--- src/sv/incremental_pid_step_target_core_macros.svh ---
// Assertion macros shared by the step target core.
`ifndef INCREMENTAL_PID_STEP_TARGET_CORE_MACROS_SVH
`define INCREMENTAL_PID_STEP_TARGET_CORE_MACROS_SVH

// Check that a condition implies another in the same cycle.
`define IPST_ASSERT_SAME(label, clk, rst_n, cond, prop, msg) \
	label: assert property (@(posedge clk) disable iff (!rst_n) (cond) |-> (prop)) \
		else $error(msg);

// Check that a condition implies another in the next cycle.
`define IPST_ASSERT_NEXT(label, clk, rst_n, cond, prop, msg) \
	label: assert property (@(posedge clk) disable iff (!rst_n) (cond) |=> (prop)) \
		else $error(msg);

`endif

--- src/sv/ipst_pkg.sv ---
// Types and constants of the incremental PID step target core.
package ipst_pkg;

	localparam int CFG_IDX_W  = 3;
	localparam int CFG_DATA_W = 16;
	localparam int GAIN_W     = 16;
	localparam int POS_W      = 16;
	localparam int ERR_W      = 17;
	localparam int LIMIT_W    = 15;
	localparam int ACC_W      = 32;

	typedef enum logic [CFG_IDX_W-1:0] {
		CFG_KP_Y       = 3'd0,
		CFG_KI_Y       = 3'd1,
		CFG_KD_Y       = 3'd2,
		CFG_KP_X       = 3'd3,
		CFG_KI_X       = 3'd4,
		CFG_KD_X       = 3'd5,
		CFG_STEP_LIMIT = 3'd6
	} cfg_idx_t;

	typedef logic [1:0] dir_t;

	localparam dir_t DIR_HOLD = 2'd0;
	localparam dir_t DIR_CCW  = 2'd1;
	localparam dir_t DIR_CW   = 2'd2;

	localparam logic [LIMIT_W-1:0] STEP_LIMIT_RST = 15'd350;

endpackage

--- src/sv/incremental_pid_step_target_core.sv ---
// A word taken into stage one moves through stages two, three and four to the output.
// Throughput: one word per cycle while the output is not stalled; a four-stage pipeline with per-stage stall.
// Error history is read and written in stage one, the step accumulator in stage three,
// so words for the same axis may follow each other in back-to-back cycles.
// Reset clears the gains, the error history, the accumulators and all valid flags;
// step_limit resets to 350.
`include "incremental_pid_step_target_core_macros.svh"

module incremental_pid_step_target_core #(
	parameter int FRAC_BITS = 8,
	parameter int AXES      = 2
) (
	input  logic                                 clk,
	input  logic                                 arst_n,
	input  logic                                 cfg_wr_en,
	input  logic [ipst_pkg::CFG_IDX_W-1:0]       cfg_index,
	input  logic [ipst_pkg::CFG_DATA_W-1:0]      cfg_data,
	input  logic                                 in_valid,
	output logic                                 in_stall,
	input  logic                                 axis,
	input  logic signed [ipst_pkg::POS_W-1:0]    target_pos,
	input  logic signed [ipst_pkg::POS_W-1:0]    measured_pos,
	input  logic signed [ipst_pkg::POS_W-1:0]    step_position,
	output logic                                 out_valid,
	input  logic                                 out_stall,
	output logic signed [ipst_pkg::ACC_W-1:0]    pid_increment,
	output logic signed [ipst_pkg::POS_W-1:0]    step_target,
	output ipst_pkg::dir_t                       direction,
	output logic                                 start_pulses
);
	import ipst_pkg::*;

	localparam int DP_W  = ERR_W + 1;
	localparam int DD_W  = ERR_W + 2;
	localparam int PP_W  = GAIN_W + DP_W;
	localparam int PI_W  = GAIN_W + ERR_W;
	localparam int PD_W  = GAIN_W + DD_W;
	localparam int SUM_W = PD_W + 2;
	localparam logic signed [SUM_W-1:0] BIAS =
		SUM_W'((64'sd1 <<< FRAC_BITS) - 64'sd1);
	localparam logic [AXES > 1 ? 0 : 0:0] LAST_AXIS = 1'(AXES - 1);

	// configuration registers
	logic signed [GAIN_W-1:0]  kp_q [2];
	logic signed [GAIN_W-1:0]  ki_q [2];
	logic signed [GAIN_W-1:0]  kd_q [2];
	logic        [LIMIT_W-1:0] limit_q;

	// per-axis state
	logic signed [ERR_W-1:0] err1_q [AXES];
	logic signed [ERR_W-1:0] err2_q [AXES];
	logic signed [ACC_W-1:0] acc_q  [AXES];

	// pipeline valids and advances
	logic v_s1, v_s2, v_s3, v_s4;
	logic adv1, adv2, adv3, adv4;

	// stage registers
	logic                    ax_s1, ax_s2, ax_s3;
	logic signed [POS_W-1:0] tgt_s1, meas_s1;
	logic signed [POS_W-1:0] spos_s1, spos_s2, spos_s3;
	logic signed [PP_W-1:0]  pp_s2;
	logic signed [PI_W-1:0]  pi_s2;
	logic signed [PD_W-1:0]  pd_s2;
	logic signed [ACC_W-1:0] inc_s3, inc_s4;
	logic signed [POS_W-1:0] tgt_s4;
	dir_t                    dir_s4;

	// stage one combinational
	logic                    ax1;
	logic signed [ERR_W-1:0] e_c, e1_c, e2_c;
	logic signed [DP_W-1:0]  dp_c;
	logic signed [DD_W-1:0]  dd_c;
	logic signed [PP_W-1:0]  pp_c;
	logic signed [PI_W-1:0]  pi_c;
	logic signed [PD_W-1:0]  pd_c;

	// stage two combinational
	logic signed [SUM_W-1:0] sum_c, bsum_c, shr_c;
	logic signed [ACC_W-1:0] inc_c;

	// stage three combinational
	logic signed [ACC_W:0]   asum_c;
	logic signed [ACC_W-1:0] acc_new_c;
	logic signed [ACC_W-1:0] lim_c;
	logic signed [POS_W-1:0] clamp_c;
	dir_t                    dir_c;

	// advance a stage when the one after it is empty or moving
	assign adv4     = v_s4 && !out_stall;
	assign adv3     = v_s3 && (!v_s4 || adv4);
	assign adv2     = v_s2 && (!v_s3 || adv3);
	assign adv1     = v_s1 && (!v_s2 || adv2);
	assign in_stall = v_s1 && !adv1;

	always_ff @(posedge clk or negedge arst_n) begin
		if (!arst_n) begin
			v_s1 <= 1'b0;
			v_s2 <= 1'b0;
			v_s3 <= 1'b0;
			v_s4 <= 1'b0;
		end else begin
			if (!in_stall) v_s1 <= in_valid;
			if (!v_s2 || adv2) v_s2 <= adv1;
			if (!v_s3 || adv3) v_s3 <= adv2;
			if (!v_s4 || adv4) v_s4 <= adv3;
		end
	end

	// write configuration
	always_ff @(posedge clk or negedge arst_n) begin
		if (!arst_n) begin
			kp_q    <= '{default: '0};
			ki_q    <= '{default: '0};
			kd_q    <= '{default: '0};
			limit_q <= STEP_LIMIT_RST;
		end else if (cfg_wr_en) begin
			case (cfg_idx_t'(cfg_index))
				CFG_KP_Y:       kp_q[0] <= cfg_data;
				CFG_KI_Y:       ki_q[0] <= cfg_data;
				CFG_KD_Y:       kd_q[0] <= cfg_data;
				CFG_KP_X:       kp_q[1] <= cfg_data;
				CFG_KI_X:       ki_q[1] <= cfg_data;
				CFG_KD_X:       kd_q[1] <= cfg_data;
				CFG_STEP_LIMIT: limit_q <= cfg_data[LIMIT_W-1:0];
				default: ;
			endcase
		end
	end

	// capture the input word
	always_ff @(posedge clk) begin
		if (!in_stall && in_valid) begin
			ax_s1   <= axis;
			tgt_s1  <= target_pos;
			meas_s1 <= measured_pos;
			spos_s1 <= step_position;
		end
	end

	// stage one: error, differences and the three gain products
	always_comb begin
		ax1  = (AXES > 1) ? ax_s1 : LAST_AXIS;
		e_c  = {tgt_s1[POS_W-1], tgt_s1} - {meas_s1[POS_W-1], meas_s1};
		e1_c = err1_q[ax1];
		e2_c = err2_q[ax1];
		dp_c = {e_c[ERR_W-1], e_c} - {e1_c[ERR_W-1], e1_c};
		dd_c = {{2{e_c[ERR_W-1]}}, e_c} - {e1_c[ERR_W-1], e1_c, 1'b0}
			+ {{2{e2_c[ERR_W-1]}}, e2_c};
		pp_c = kp_q[ax1] * dp_c;
		pi_c = ki_q[ax1] * e_c;
		pd_c = kd_q[ax1] * dd_c;
	end

	// shift the error history
	always_ff @(posedge clk or negedge arst_n) begin
		if (!arst_n) begin
			err1_q <= '{default: '0};
			err2_q <= '{default: '0};
		end else if (adv1) begin
			err1_q[ax1] <= e_c;
			err2_q[ax1] <= e1_c;
		end
	end

	always_ff @(posedge clk) begin
		if (adv1) begin
			ax_s2   <= ax1;
			spos_s2 <= spos_s1;
			pp_s2   <= pp_c;
			pi_s2   <= pi_c;
			pd_s2   <= pd_c;
		end
	end

	// stage two: sum, truncate toward zero, saturate to 32 bits
	always_comb begin
		sum_c  = SUM_W'(pp_s2) + SUM_W'(pi_s2) + SUM_W'(pd_s2);
		bsum_c = sum_c[SUM_W-1] ? sum_c + BIAS : sum_c;
		shr_c  = bsum_c >>> FRAC_BITS;
		if (shr_c[SUM_W-1:ACC_W-1] != {(SUM_W-ACC_W+1){shr_c[SUM_W-1]}}) begin
			inc_c = shr_c[SUM_W-1] ? {1'b1, {(ACC_W-1){1'b0}}} : {1'b0, {(ACC_W-1){1'b1}}};
		end else begin
			inc_c = shr_c[ACC_W-1:0];
		end
	end

	always_ff @(posedge clk) begin
		if (adv2) begin
			ax_s3   <= ax_s2;
			spos_s3 <= spos_s2;
			inc_s3  <= inc_c;
		end
	end

	// stage three: saturating accumulate, clamp, direction
	always_comb begin
		asum_c = {acc_q[ax_s3][ACC_W-1], acc_q[ax_s3]} + {inc_s3[ACC_W-1], inc_s3};
		if (asum_c[ACC_W] != asum_c[ACC_W-1]) begin
			acc_new_c = asum_c[ACC_W] ? {1'b1, {(ACC_W-1){1'b0}}} : {1'b0, {(ACC_W-1){1'b1}}};
		end else begin
			acc_new_c = asum_c[ACC_W-1:0];
		end
		lim_c = {{(ACC_W-LIMIT_W){1'b0}}, limit_q};
		if (acc_new_c >= lim_c) begin
			clamp_c = POS_W'(lim_c);
		end else if (acc_new_c <= -lim_c) begin
			clamp_c = POS_W'(-lim_c);
		end else begin
			clamp_c = acc_new_c[POS_W-1:0];
		end
		if (clamp_c < spos_s3) begin
			dir_c = DIR_CCW;
		end else if (clamp_c > spos_s3) begin
			dir_c = DIR_CW;
		end else begin
			dir_c = DIR_HOLD;
		end
	end

	always_ff @(posedge clk or negedge arst_n) begin
		if (!arst_n) begin
			acc_q <= '{default: '0};
		end else if (adv3) begin
			acc_q[ax_s3] <= acc_new_c;
		end
	end

	// output register
	always_ff @(posedge clk) begin
		if (adv3) begin
			inc_s4 <= inc_s3;
			tgt_s4 <= clamp_c;
			dir_s4 <= dir_c;
		end
	end

	assign out_valid     = v_s4;
	assign pid_increment = inc_s4;
	assign step_target   = tgt_s4;
	assign direction     = dir_s4;
	assign start_pulses  = (dir_s4 != DIR_HOLD);

	`IPST_ASSERT_SAME(a_stall_needs_word, clk, arst_n, in_stall, v_s1, "stall with empty stage one")
	`IPST_ASSERT_SAME(a_no_overwrite, clk, arst_n, v_s4 && out_stall, !adv3, "output overwritten while stalled")
	`IPST_ASSERT_SAME(a_target_in_limit, clk, arst_n, out_valid, (ACC_W'(step_target) <= lim_c) && (ACC_W'(step_target) >= -lim_c), "step target outside limit")
	`IPST_ASSERT_NEXT(a_s3_moves_on, clk, arst_n, adv3, v_s4, "stage three word lost")

endmodule
--- config.mk ---
export PLATFORM = sky130hd
export DESIGN_NAME = incremental_pid_step_target_core
export DESIGN_NICKNAME = d
export VERILOG_FILES = /design/src/sv/ipst_pkg.sv /design/src/sv/incremental_pid_step_target_core.sv
export VERILOG_INCLUDE_DIRS = /design/src /design/src/sv
export SDC_FILE = /design/constraint.sdc
export NUM_CORES = 2
export LEC_CHECK = 0
export ABC_AREA = 1
export ABC_CLOCK_PERIOD_IN_PS = 19540
export BUFFER_PORTS_ARGS = -buffer_cell sky130_fd_sc_hd__buf_2
export CORE_ASPECT_RATIO = 0.5
export CORE_UTILIZATION = 35
export CTS_CLUSTER_DIAMETER = 50
export DETAILED_ROUTE_END_ITERATION = 8
export GPL_ROUTABILITY_DRIVEN = 0
export SYNTH_ARGS = -nofsm -noshare
export SYNTH_HDL_FRONTEND = slang
export SYNTH_SLANG_ARGS = --single-unit
--- constraint.sdc ---
create_clock -name clk -period 19.54 [get_ports clk]
set_clock_uncertainty 0.05 [all_clocks]
set_input_delay 1.954 -clock clk [delete_from_list [all_inputs] [get_ports clk]]
set_output_delay 1.954 -clock clk [all_outputs]
set_load 0.1 [all_outputs]
* Yosys cells after proc, flatten, opt, wreduce, memory -nomap -nowiden
Index checks and enable logic that the tools add are counted.
Operators by class: add/sub/neg operators 9, multiply operators 3, order comparisons 8, eq/ne operators 7, muxes and demuxes 31, bitwise gates (word level) 2, reduce and logical (&&, ||, !) cells 26
Operators with widths (count):
- $mux 32 | 6
- $mux 16 | 11
- $mux 17 | 7
- $bwmux 34 | 2
- $bwmux 64 | 1
- $add 36x9->37 const B | 1
- $mux 37 | 1
- $add 35x35->36 | 1
- $add 34x33->35 | 1
- $mul 16x19->35 | 1
- $mul 16x18->34 | 1
- $add 32x29->33 | 1
- $mul 16x17->33 | 1
- $demux 32 s1 | 1
- $ge 32x16->1 | 1
- $le 32x32->1 | 1
- $neg 15->32 | 1
- $add 19x19->19 | 1
- $sub 17x18->19 | 1
- $sub 17x17->18 | 1
- $demux 17 s1 | 1
- $sub 16x16->17 | 1
- $gt 16x16->1 | 1
- $lt 16x16->1 | 1
- 14 further kinds | 40
Storage, ports and cells: bits in registers 508, input port bits 73, output and inout port bits 53, word-level logic and storage cells 118

* Longest topological paths before layout
depth in word-level cells 12, gate-level depth with buffers 54, depth with buffers taken out 51

* Worst setup path after synthesis
OpenSTA, ideal clock, no wires.
path kind register to register, start point register meas_s1[0], end point register pd_s2[33] (data pin), library setup time 0.276 ns, data arrival time 8.838 ns, path slack 10.376 ns, stages on the path, launching flop included 46, period minus slack after synthesis 9.164 ns, cell sequence edfxtp_1 -> ha_1 -> fa_1 -> nand3b_1 -> nand2_1 -> a21oi_1 -> or2_2 -> nand2_1 -> a21oi_1 -> or2_2 -> nand2_1 -> fa_1 -> inv_1 -> ha_1 -> nand2_1 -> nor2_1 -> nand3_1 -> o2111ai_1 -> [10 not listed] -> inv_1 -> fa_1 -> fa_1 -> inv_1 -> fa_1 -> inv_1 -> fa_1 -> inv_1 -> ha_1 -> nand2_1 -> nor2_1 -> nand2_1 -> nor4_1 -> nand2_1 -> o211ai_1 -> nand2_1 -> o311ai_0 -> xor2_1
On the way: word-level cells in the longest chain between the ends 4
Ends and longest elaborated chain:
- start: declaration | RTL line incremental_pid_step_target_core.sv:60 | logic signed [POS_W-1:0] tgt_s1, meas_s1;
- start signal: assignment | RTL line incremental_pid_step_target_core.sv:136 | meas_s1 <= measured_pos;
- $sub 16x16->17 | RTL line incremental_pid_step_target_core.sv:144 | e_c = {tgt_s1[POS_W-1], tgt_s1} - {meas_s1[POS_W-1], meas_s1};
- $sub 17x18->19 | RTL line incremental_pid_step_target_core.sv:148 | dd_c = {{2{e_c[ERR_W-1]}}, e_c} - {e1_c[ERR_W-1], e1_c, 1'b0}
- $add 19x19->19 | RTL line incremental_pid_step_target_core.sv:149 | + {{2{e2_c[ERR_W-1]}}, e2_c};
- $mul 16x19->35 | RTL line incremental_pid_step_target_core.sv:152 | pd_c = kd_q[ax1] * dd_c;
- named net pd_c[33] | RTL line incremental_pid_step_target_core.sv:76 | logic signed [PD_W-1:0] pd_c;
- end signal: assignment | RTL line incremental_pid_step_target_core.sv:172 | pd_s2 <= pd_c;
- end: declaration | RTL line incremental_pid_step_target_core.sv:64 | logic signed [PD_W-1:0] pd_s2;
The timed path passes the listed nets, and every way through them passes these cells. A chain may end at the register's enable or synchronous reset.

* Worst setup path in the final report
start point register ax_s1, in the netlist ax1, end point register pd_s2[32] (data pin)
On the way: word-level cells in the longest chain between the ends 7, elaborated cells between the ends (all ways) 13, those cells by class add/sub: 2; mul: 1; mux: 9; bitwise: 1
Ends and longest elaborated chain:
- start: declaration | RTL line incremental_pid_step_target_core.sv:59 | logic ax_s1, ax_s2, ax_s3;
- start signal: assignment | RTL line incremental_pid_step_target_core.sv:134 | ax_s1 <= axis;
- $not 1->2 (implied by the code) | RTL line incremental_pid_step_target_core.sv:145 | e1_c = err1_q[ax1];
- $mux 17 (implied by the code) (3 in a row) | RTL line incremental_pid_step_target_core.sv:145
- named net e1_c[6] | RTL line incremental_pid_step_target_core.sv:71 | logic signed [ERR_W-1:0] e_c, e1_c, e2_c;
- $sub 17x18->19 | RTL line incremental_pid_step_target_core.sv:148
- $add 19x19->19 | RTL line incremental_pid_step_target_core.sv:149
- $mul 16x19->35 | RTL line incremental_pid_step_target_core.sv:152
- named net pd_c[32] | RTL line incremental_pid_step_target_core.sv:76
The timed path passes the listed nets, and every way through them passes these cells. The select of a mux whose other input is x is not followed.

==> impl_metrics.prom <==
# TYPE chip_impl_metric gauge
chip_impl_info{name="run_status",value="finished, final reports clean"} 1
chip_impl_metric{name="dp_hpwl",unit="mm"} 146
chip_impl_metric{name="cts.sinks",unit=""} 508
chip_impl_metric{name="maxClockFrequency",unit="GHz"} 0.0917
chip_impl_metric{name="numPortBuffers",unit=""} 125
chip_impl_metric{name="route.detailed.wl_per_inst",unit="um"} 18.2
chip_impl_info{name="layout_commonest_cell",value="sky130_fd_sc_hd__nand2_1"} 1
chip_impl_metric{name="synth.yosys.warnings",unit=""} 0
chip_impl_metric{name="synth.cell_area",unit="sq mm"} 0.0615
chip_impl_metric{name="flow.area_growth_from_synthesis",unit="%"} 9.26
chip_impl_metric{name="worst-r2r-cell-count",unit=""} 38
chip_impl_metric{name="via_count_of_the_first_global_routing_pass",unit=""} 47200
chip_impl_metric{name="worstPathMaxFanout",unit=""} 28
chip_impl_metric{name="drtIter0Drc",unit=""} 4254
chip_impl_metric{name="cell_depth_of_the_worst_hold_path",unit=""} 0
chip_impl_metric{name="cts_buffer_depth",unit=""} 3
chip_impl_info{name="worstReg2RegEnd",value="pd_s2[32]"} 1
chip_impl_metric{name="via_cell_ratio",unit=""} 4.90
chip_impl_info{name="synth_top_area_cells",value="sky130_fd_sc_hd__fa_1, sky130_fd_sc_hd__edfxtp_1, sky130_fd_sc_hd__nand2_1, sky130_fd_sc_hd__dfrtp_1, sky130_fd_sc_hd__inv_1"} 1
chip_impl_metric{name="drt-pass1-iter-count",unit=""} 6
chip_impl_info{name="worstHoldEndpoint",value="spos_s3[15]"} 1
chip_impl_metric{name="grt.total_usage",unit=""} 0.200
chip_impl_metric{name="detail-route-antenna-nets",unit=""} 0
chip_impl_metric{name="routed-via-count",unit=""} 47800
chip_impl_metric{name="yosysSeqAreaShare",unit=""} 0.228
chip_impl_metric{name="core-area",unit="sq mm"} 0.174
chip_impl_metric{name="ys_ff_latch",unit=""} 508
chip_impl_info{name="synth_ff_type",value="sky130_fd_sc_hd__edfxtp_1"} 1
chip_impl_metric{name="yosys.area.top_type_share",unit=""} 0.300
chip_impl_info{name="tritoncts",value="done"} 1
chip_impl_metric{name="clk_transition_reported_paths",unit="ns"} 0.06
chip_impl_metric{name="wl",unit="mm"} 177
chip_impl_metric{name="antenna_found_initial",unit=""} 21
chip_impl_metric{name="transition_time_at_the_pin_with_the_least_slew_margin",unit="ns"} 1.36
chip_impl_metric{name="relSlewSlack",unit=""} 0.0894
chip_impl_metric{name="setup-violations-final",unit=""} 0
chip_impl_metric{name="remaining_global_route_overflow",unit=""} 0
chip_impl_metric{name="cp_slowest_stage_delay",unit="ns"} 0.56
chip_impl_metric{name="critical_path_required",unit="ns"} 19.87
chip_impl_info{name="clockRootBuffer",value="sky130_fd_sc_hd__clkbuf_16"} 1
chip_impl_metric{name="post-cts-setup-buffers",unit=""} 0
chip_impl_metric{name="final.setup.tns",unit="ns"} 0
chip_impl_info{name="hold_class",value="reg2reg"} 1
chip_impl_metric{name="worstPathArrival",unit="ns"} 11.23
chip_impl_metric{name="layout.nets",unit=""} 8826
chip_impl_metric{name="period_needed",unit="ns"} 10.90
chip_impl_metric{name="cts.repair.resized",unit=""} 0
chip_impl_metric{name="synth.distinct_cells",unit=""} 55
chip_impl_metric{name="cts-htree-levels",unit=""} 3
chip_impl_info{name="setup.worst_path.end_class",value="flip-flop"} 1
chip_impl_metric{name="fp.dieH",unit="um"} 298
chip_impl_info{name="rsz_0062_raised_after_global_routing",value="false"} 1
chip_impl_info{name="min-delay-start",value="spos_s2[15]"} 1
chip_impl_metric{name="clock_buffer_count_from_cts",unit=""} 68
chip_impl_metric{name="cts_hold_buffers",unit=""} 0
chip_impl_metric{name="drive_above_1_share",unit=""} 0.0606
chip_impl_metric{name="synth.net_count",unit=""} 8727
chip_impl_metric{name="timing.hold.ws",unit="ns"} 0.365
chip_impl_metric{name="post_route_drc_violation_count",unit=""} 0
chip_impl_metric{name="wire_length_of_the_first_global_routing_pass",unit="mm"} 274
chip_impl_metric{name="grt_start_max_net_pins",unit=""} 85
chip_impl_info{name="cpMaxStageDelayCell",value="sky130_fd_sc_hd__fa_1"} 1
chip_impl_metric{name="slew_viol_final",unit=""} 0
chip_impl_metric{name="die_area",unit="sq mm"} 0.177
chip_impl_metric{name="rrSetupSlack",unit="ns"} 8.64
chip_impl_metric{name="source_to_sink_clock_delay_at_the_later_pin_of_the_worst_skew_pair",unit="ns"} 0.69
chip_impl_info{name="setup.worst_path.start_class",value="flip-flop"} 1
chip_impl_metric{name="fp.dieW",unit="um"} 595
chip_impl_metric{name="fin_crit_sh",unit=""} 0.558
chip_impl_metric{name="number_of_enable_flip_flop_cells_after_synthesis",unit=""} 261
chip_impl_info{name="layout.cells.most_common_list",value="sky130_fd_sc_hd__nand2_1, sky130_fd_sc_hd__inv_1, sky130_fd_sc_hd__fa_1"} 1
chip_impl_info{name="worst_setup_path_category",value="reg2reg"} 1
chip_impl_metric{name="synth-async-reset-ratio",unit=""} 0.486
chip_impl_info{name="worst_r2r_startpoint",value="ax1"} 1
chip_impl_metric{name="row_cnt",unit=""} 108
chip_impl_metric{name="initial_utilization",unit=""} 0.353
chip_impl_metric{name="syn-mean-instance-area",unit="sq um"} 8.43
chip_impl_info{name="synthDominantAreaCellType",value="sky130_fd_sc_hd__fa_1"} 1
chip_impl_metric{name="synthCells",unit=""} 7292
chip_impl_metric{name="top_level_pins",unit=""} 126
chip_impl_metric{name="max-cap-violations",unit=""} 0
chip_impl_metric{name="report.final.hold_viol_count",unit=""} 0
kinds of logic (layout without fill, tap and decap cells):
family,after synthesis,after routing,share of synthesized area
and+or+nand+nor,2617,2617,0.172
buffers and inverters,1787,1939,0.110
adders and majority gates,1362,1362,0.390
AOI/OAI and AO/OA,814,814,0.0711
DFF,508,508,0.228
xor gates and xnor gates,203,203,0.0289
muxes,1,1,0.000163
other,0,3,0
sequential cells by signal, summed over array words and instances (netlist names), 2 cells and up:
name	cells
inc_s3	29
pd_s2	35
limit_q	15
tgt_s1	16
kd_q	32
pid_increment	29
acc_q	64
err1_q	34
ki_q	32
direction	2
spos_s3	16
err2_q	34
pp_s2	34
spos_s1	16
step_target	16
pi_s2	33
kp_q	32
spos_s2	16
meas_s1	16
layout make-up:
type / count / area [sq um]
Antenna cell: 3 / 7.51
Clock buffer: 83 / 1840
Clock inverter: 40 / 412
Fill cell: 17600 / 107000
Inverter: 1618 / 6070
Multi-Input combinational cell: 4997 / 40700
Sequential cell: 508 / 14000
Tap cell: 2310 / 2890
Timing Repair Buffer: 198 / 1180
per-layer routing:
layer / vias to the layer above / share of wire / GRT usage
met3: 249 / 0.078 / 0.0404
li1: 22400 / - / -
met4: 12 / 0.026 / 0.0507
met5: - / 0.00069 / 0
met2: 1535 / 0.46 / 0.323
met1: 23600 / 0.44 / 0.276
synth_stat cells (7+ instances only):
master / number
sky130_fd_sc_hd__a21boi_0: 12
sky130_fd_sc_hd__a21o_1: 16
sky130_fd_sc_hd__a21oi_1: 251
sky130_fd_sc_hd__a31oi_1: 19
sky130_fd_sc_hd__clkbuf_1: 159
sky130_fd_sc_hd__clkinv_1: 26
sky130_fd_sc_hd__dfrtp_1: 241
sky130_fd_sc_hd__edfxtp_1: 261
sky130_fd_sc_hd__fa_1: 920
sky130_fd_sc_hd__ha_1: 442
sky130_fd_sc_hd__inv_1: 1589
sky130_fd_sc_hd__nand2_1: 1642
sky130_fd_sc_hd__nand2_2: 13
sky130_fd_sc_hd__nand3_1: 172
sky130_fd_sc_hd__nand3b_1: 13
sky130_fd_sc_hd__nand4_1: 34
sky130_fd_sc_hd__nor2_1: 586
sky130_fd_sc_hd__nor2_2: 10
sky130_fd_sc_hd__nor3_1: 42
sky130_fd_sc_hd__nor4_1: 8
sky130_fd_sc_hd__o211ai_1: 7
sky130_fd_sc_hd__o21a_1: 11
sky130_fd_sc_hd__o21ai_0: 430
sky130_fd_sc_hd__o21ai_1: 18
sky130_fd_sc_hd__o21ai_2: 8
sky130_fd_sc_hd__o21bai_1: 14
sky130_fd_sc_hd__o221ai_1: 9
sky130_fd_sc_hd__or2_2: 79
sky130_fd_sc_hd__xnor2_1: 82
sky130_fd_sc_hd__xor2_1: 121
per-stage QoR:
| stage | utilization | instances | setup WS [ns] | area [sq um] |
|---|---|---|---|---|
| 2_1_floorplan | - | 7292 | 10.38 | 61500 |
| 3_3_place_gp | 0.373 | 9631 | 8.84 | 64900 |
| 3_5_place_dp | 0.373 | 9631 | 8.78 | 64900 |
| 4_1_cts | 0.386 | 9754 | 8.72 | 67200 |
| 5_1_grt | 0.386 | 9756 | 7.98 | 67200 |
| 6_report | 0.386 | 9757 | 8.64 | 67200 |
worst max path at each step:
| stage | depth (start not counted) | startpoint | slack, ns | endpoint |
|---|---|---|---|---|
| after floorplan | 45 | meas_s1[0] | 10.38 | pd_s2[33] |
| after global placement | 39 | ax1 | 8.84 | pd_s2[32] |
| after detailed placement | 39 | ax1 | 8.78 | pd_s2[32] |
| after CTS | 38 | ax1 | 8.72 | pd_s2[32] |
| after global routing | 39 | ax1 | 7.98 | pd_s2[28] |
| final | 38 | ax1 | 8.64 | pd_s2[32] |
critical path: cells and delay by family, from the launching register on:
family,cells,cell delay (ns)
buffers and inverters,10,2.07
and+or+nand+nor,6,1.36
AOI/OAI and AO/OA,12,2.52
xor gates and xnor gates,1,0.18
adders and majority gates,9,4.04
DFF,1,0.32
Power is not shown: default switching activity piles up to over one toggle a cycle in this logic, so the estimate is an artifact.
